[src/sv/wsp_pkg.sv]
// Shared constants and types of the world-to-screen projector.
package wsp_pkg;

    localparam int COORD_WIDTH_DEF = 32;
    localparam int MATRIX_FRAC_DEF = 12;
    localparam int ENTRY_W         = 16;
    localparam int SIZE_W          = 14;
    localparam int SIZE_SHIFT      = 15;
    localparam int ONE_SHIFT       = 16;
    localparam int CFG_DATA_W      = 64;
    localparam int CFG_IDX_W       = 3;

    localparam logic [CFG_DATA_W-1:0] ROW0_RST = 64'h0000_0000_0000_1000;
    localparam logic [CFG_DATA_W-1:0] ROW1_RST = 64'h0000_0000_1000_0000;
    localparam logic [CFG_DATA_W-1:0] ROW2_RST = 64'h0000_1000_0000_0000;
    localparam logic [CFG_DATA_W-1:0] ROW3_RST = 64'h1000_0000_0000_0000;
    localparam logic [SIZE_W-1:0]     WIDTH_RST  = 14'd1920;
    localparam logic [SIZE_W-1:0]     HEIGHT_RST = 14'd1080;

    typedef enum logic [CFG_IDX_W-1:0] {
        REG_ROW0   = 3'd0,
        REG_ROW1   = 3'd1,
        REG_ROW2   = 3'd2,
        REG_ROW3   = 3'd3,
        REG_WIDTH  = 3'd4,
        REG_HEIGHT = 3'd5,
        REG_CAMERA = 3'd6
    } wsp_reg_e;

    typedef struct packed {
        logic vis;
        logic neg_x;
        logic neg_y;
    } wsp_flags_t;

endpackage

[src/sv/wsp_scale.sv]
// Viewport numerators, size scaling and divider setup with overflow check.
module wsp_scale #(
    parameter int CW   = 32,
    parameter int FRAC = 12,
    localparam int CLIPW = CW + 18 - FRAC,
    localparam int DW    = CLIPW - 1,
    localparam int QB    = CW + 1
) (
    input  logic                            aclk,
    input  logic                            aresetn,
    input  logic                            en,
    input  logic                            in_valid,
    input  logic                            hidden,
    input  logic signed [CLIPW-1:0]         clip_x,
    input  logic signed [CLIPW-1:0]         clip_y,
    input  logic signed [CLIPW-1:0]         clip_w,
    input  logic signed [CW-1:0]            soff_x,
    input  logic signed [CW-1:0]            soff_y,
    input  logic [wsp_pkg::SIZE_W-1:0]      size_w,
    input  logic [wsp_pkg::SIZE_W-1:0]      size_h,
    output logic                            out_valid,
    output wsp_pkg::wsp_flags_t             out_flags,
    output logic [1:0]                      out_ov,
    output logic [1:0][DW-1:0]              out_rem,
    output logic [1:0][QB-1:0]              out_lo,
    output logic [DW-1:0]                   out_w,
    output logic signed [CW-1:0]            out_soff_x,
    output logic signed [CW-1:0]            out_soff_y
);
    import wsp_pkg::*;

    localparam int MW = CLIPW + 1;
    localparam int RW = MW + SIZE_W;
    localparam int PW = RW + SIZE_SHIFT;

    logic signed [MW-1:0] num[2];
    logic [MW-1:0]        mag_next[2];
    wsp_flags_t           flags_next;
    logic                 vis;

    logic                 d_valid_reg;
    wsp_flags_t           d_flags_reg;
    logic [MW-1:0]        d_mag_reg[2];
    logic [DW-1:0]        d_w_reg;
    logic signed [CW-1:0] d_soff_x_reg, d_soff_y_reg;

    logic                 e_valid_reg;
    wsp_flags_t           e_flags_reg;
    logic [RW-1:0]        e_prod_reg[2];
    logic [DW-1:0]        e_w_reg;
    logic signed [CW-1:0] e_soff_x_reg, e_soff_y_reg;

    logic [PW-1:0]        pnum[2];
    logic [PW-1:0]        phi[2];
    logic [1:0]           ov_next;
    logic [1:0][DW-1:0]   rem_next;
    logic [1:0][QB-1:0]   lo_next;

    logic                 f_valid_reg;
    wsp_flags_t           f_flags_reg;
    logic [1:0]           f_ov_reg;
    logic [1:0][DW-1:0]   f_rem_reg;
    logic [1:0][QB-1:0]   f_lo_reg;
    logic [DW-1:0]        f_w_reg;
    logic signed [CW-1:0] f_soff_x_reg, f_soff_y_reg;

    always_comb begin
        num[0] = MW'(clip_x) + MW'(clip_w);
        num[1] = MW'(clip_w) - MW'(clip_y);
        vis    = !hidden && (clip_w > 0);
        for (int a = 0; a < 2; a++) begin
            mag_next[a] = num[a][MW-1] ? MW'(-num[a]) : MW'(num[a]);
        end
        flags_next.vis   = vis;
        flags_next.neg_x = num[0][MW-1];
        flags_next.neg_y = num[1][MW-1];
    end

    always_comb begin
        for (int a = 0; a < 2; a++) begin
            pnum[a]     = {e_prod_reg[a], {SIZE_SHIFT{1'b0}}};
            phi[a]      = pnum[a] >> QB;
            ov_next[a]  = phi[a] >= PW'(e_w_reg);
            rem_next[a] = ov_next[a] ? '0 : phi[a][DW-1:0];
            lo_next[a]  = pnum[a][QB-1:0];
        end
    end

    always_ff @(posedge aclk) begin
        if (!aresetn) begin
            d_valid_reg <= 1'b0;
            e_valid_reg <= 1'b0;
            f_valid_reg <= 1'b0;
        end else if (en) begin
            d_valid_reg <= in_valid;
            e_valid_reg <= d_valid_reg;
            f_valid_reg <= e_valid_reg;
        end
    end

    always_ff @(posedge aclk) begin
        if (en) begin
            d_flags_reg   <= flags_next;
            d_mag_reg     <= mag_next;
            d_w_reg       <= vis ? clip_w[DW-1:0] : DW'(1);
            d_soff_x_reg  <= soff_x;
            d_soff_y_reg  <= soff_y;
            e_flags_reg   <= d_flags_reg;
            e_prod_reg[0] <= d_mag_reg[0] * size_w;
            e_prod_reg[1] <= d_mag_reg[1] * size_h;
            e_w_reg       <= d_w_reg;
            e_soff_x_reg  <= d_soff_x_reg;
            e_soff_y_reg  <= d_soff_y_reg;
            f_flags_reg   <= e_flags_reg;
            f_ov_reg      <= ov_next;
            f_rem_reg     <= rem_next;
            f_lo_reg      <= lo_next;
            f_w_reg       <= e_w_reg;
            f_soff_x_reg  <= e_soff_x_reg;
            f_soff_y_reg  <= e_soff_y_reg;
        end
    end

    assign out_valid  = f_valid_reg;
    assign out_flags  = f_flags_reg;
    assign out_ov     = f_ov_reg;
    assign out_rem    = f_rem_reg;
    assign out_lo     = f_lo_reg;
    assign out_w      = f_w_reg;
    assign out_soff_x = f_soff_x_reg;
    assign out_soff_y = f_soff_y_reg;

endmodule

[config.mk]
export PLATFORM = sky130hd
export DESIGN_NAME = wsp_scale
export DESIGN_NICKNAME = d
export VERILOG_FILES = /design/src/sv/wsp_pkg.sv /design/src/sv/wsp_scale.sv
export SDC_FILE = /design/constraint.sdc
export NUM_CORES = 2
export LEC_CHECK = 0
export ABC_AREA = 0
export BUFFER_PORTS_ARGS = -buffer_cell sky130_fd_sc_hd__buf_2
export CAP_MARGIN = 20
export CORE_MARGIN = 4
export CORE_UTILIZATION = 57
export CTS_CLUSTER_DIAMETER = 120
export DETAILED_ROUTE_END_ITERATION = 10
export GPL_TIMING_DRIVEN = 0
export PLACE_DENSITY_LB_ADDON = 0.25
export RECOVER_POWER = 100
export SYNTH_ARGS = -nofsm -noshare
export SYNTH_HDL_FRONTEND = slang
export SYNTH_SLANG_ARGS = --single-unit
[constraint.sdc]
create_clock -name aclk -period 7.1 [get_ports aclk]
set_clock_uncertainty 0.05 [all_clocks]
set_input_delay 0.355 -clock aclk [delete_from_list [all_inputs] [get_ports aclk]]
set_output_delay 0.355 -clock aclk [all_outputs]
set_load 0.005 [all_outputs]
==> results.md <==
- Hold wc startpoint: clip_w[33]
- Wl on met1: 74.6 mm
- Met2 WL post-DR: 81.5 mm
- Dpl ws: -1.49 ns
- Dominant synthesized flop cell: edfxtp_1
- Nets: 7,995
- H-tree levels: 2
- Cell area after layout: 0.0690 mm²
- DRT iter0 DRCs: 4,596
- Max reg flops: 106
- CP most frequent cell: fa_1
- Syn_area_per_cell: 10.4 µm²
- CP max stage cell: fa_1
- Fmax: 143 MHz
- Core Rows: 119
- Top post-synthesis cells by area: edfxtp_1, fa_1, ha_1, inv_1, nand2_1
- First-pass GRT wire length: 280 mm
- HP Class: in2reg
- Post-synth EDFFs: 604
- Fin Setup TNS: 0 ns
- Count of cell types in the netlist: 85
- Clock-pin transition on the worst setup and hold timing paths: 0.08 ns
- Met3 WL: 24.2 mm
- Area leader, netlist: edfxtp_1
- Cell with the most instances after synthesis: inv_1
- CTS Buf Count: 61
- Worst Tran Pin Value: 6.54 ns
- WL final: 187 mm
- Worst-path cell chain: buf_6, nand2_1, fa_1, inv_1, fa_1, fa_1, fa_1, fa_1, inv_1, fa_1, inv_1, ha_2, nand4_1, o41ai_2, a31oi_1, o21ai_1, o2111a_2, o21ai_4, o21a_1, a31oi_4, o21a_1, o211ai_1
- RePlAce Congestion: 1.01
- Status: complete, but fails checks
- Initial Utilization: 57.7%
- Drt first pass iters: 6
- Wire length per cell: 23.4 µm
- Critical Path End Type: flip-flop
- Slew HR: -336%
- # IOs: 458
- Crit Path Class: reg2reg
- Final hold violations: 0
- CP Max Fanout: 5
- Vias in the first global route: 45,900
- Synth Instances: 5,883
- CTS tree: done
- Min cycle time layout: 7.00 ns
- Clock buffer depth: 3
- Clk Latency, worst-skew pair: 0.68 ns
- DRC errors left: 0
- DR vias/cell: 5.76
- R2R Path Start: d_mag_reg[46]
- Endpoints failing setup: 0
- Layout area overhead: 12.9%
- Initial antenna violation count: 20
- Worst setup SP type: flip-flop
- Top Metal Used: met5
- CP peak stage delay: 0.59 ns
- #FFs+latches synth: 607
- Failing checks: capacitance limit, slew limit
- Synthesized area: 0.0611 mm²
- Core area: 0.106 mm²
- Root buffer cell: clkbuf_16
- Proportion of layout cells with a drive suffix above 1: 8.96%
- DP Wirelength: 152 mm
- CP Data Required Time: 7.43 ns
- Die footprint: 0.113 mm²
- Max_cap viols: 2
- Yosys warns: 0
- Share of the synthesized area in the top cell type: 29.7%
- Port Buf Inserts: 395
- Post-route ant nets: 0
- Pin count of the biggest net entering global routing: 135
- Final core utilization: 65.2%
- Overall Global Routing Usage: 33.3%
- Fraction of registers with async set/reset: 0%
- Via count: 45,900
- Placed Instance Area: 0.0651 mm²
- CP startpoint: d_mag_reg[46]
- Setup ws final: 0.101 ns
- Die X: 335 µm
- Worst EP arrival: 7.33 ns
- Clock sinks: 607
- Post-synthesis sequential area ratio: 29.8%
- GRT overflow: 0
- Max-slew violation count: 264
- Period utilization: 98.6%
- Synth top cells by count: inv_1, fa_1, nand2_1
- Die Y: 335 µm
## path summary, 6_finish.rpt
kind / cells past startpoint / endpoint / slack, ns
worst min-delay path: 2 / d_w_reg[33] / 0.06
worst min register to register: 0 / e_w_reg[27] / 0.35
worst max-delay path: 22 / e_prod_reg[0][51] / 0.10
worst max register to register: 22 / e_prod_reg[0][51] / 0.10
## routing by layer
| layer | up-vias | track usage (%) |
|---|---|---|
| li1 | 20200 | - |
| met1 | 22800 | 46.8 |
| met2 | 2476 | 50.4 |
| met5 | - | 0 |
| met4 | 8 | 9.85 |
| met3 | 382 | 10.0 |
## final cells by class
| class | count | area, µm² |
|---|---|---|
| clock inverters | 44 | 562 |
| flip-flops and latches | 607 | 18200 |
| multi-input cells | 4061 | 38600 |
| clock buffers | 72 | 1570 |
| diodes | 9 | 22.5 |
| repair buffers | 545 | 3150 |
| inverters | 953 | 3580 |
| fillers | 8517 | 36900 |
| plain buffers | 289 | 1550 |
| well taps | 1391 | 1740 |
## critical path: cells and delay by family, from the launching register on
family          cells  cell delay [ns]
compound gates      9             2.01
fa+ha+maj           7             3.45
buf+inv             4             0.41
flops               1             0.58
simple gates        2             0.23
## kinds of logic (layout without fill, tap and decap cells)
logic type,count (synthesis),in the layout,synth area share (%)
AOI/OAI and AO/OA,749,749,8.08
adders and majority gates,1266,1266,36.8
and+or+nand+nor,1792,1792,14.3
DFF,607,607,29.8
other,1,43,0.00614
xor gates and xnor gates,209,209,3.00
muxes,11,11,0.186
buffers and inverters,1248,1903,7.88
## metrics by stage
step                hold WS [ns]  cells
floorplan                  0.350   5916
global placement           0.350   7702
detailed placement         0.355   7708
CTS                       0.0400   7917
global route              0.0357   7964
finish                    0.0596   7971
## layout by cell type, fill, tap and decap left out, types with 49 or more instances in the layout
| cell | count |
|---|---|
| xor2_1 | 63 |
| clkbuf_16 | 61 |
| a21o_1 | 133 |
| inv_1 | 953 |
| nor2_1 | 136 |
| dlygate4sd3_1 | 66 |
| nand2_1 | 839 |
| nor3_1 | 62 |
| nor2b_1 | 58 |
| buf_2 | 219 |
| edfxtp_1 | 604 |
| a21oi_1 | 193 |
| ha_1 | 375 |
| clkbuf_1 | 358 |
| nand4_1 | 49 |
| o21ai_0 | 115 |
| xnor2_1 | 146 |
| nand3_1 | 61 |
| and2_1 | 422 |
| buf_4 | 112 |
| fa_1 | 878 |
## repair_timing
| action | in CTS | in global routing |
|---|---|---|
| endpoints found under the hold margin | 67 | 0 |
| endpoints found under the setup margin | 34 | 29 |
| hold buffers | 66 | 0 |
| resized for setup | 127 | 200 |
| cloned | 0 | 1 |
| buffers inserted | 27 | 49 |
| pin swaps | 9 | 17 |
Power is left out: the tool's default activity adds up to more than one toggle a clock period on the data nets, which glitch-free logic cannot reach.
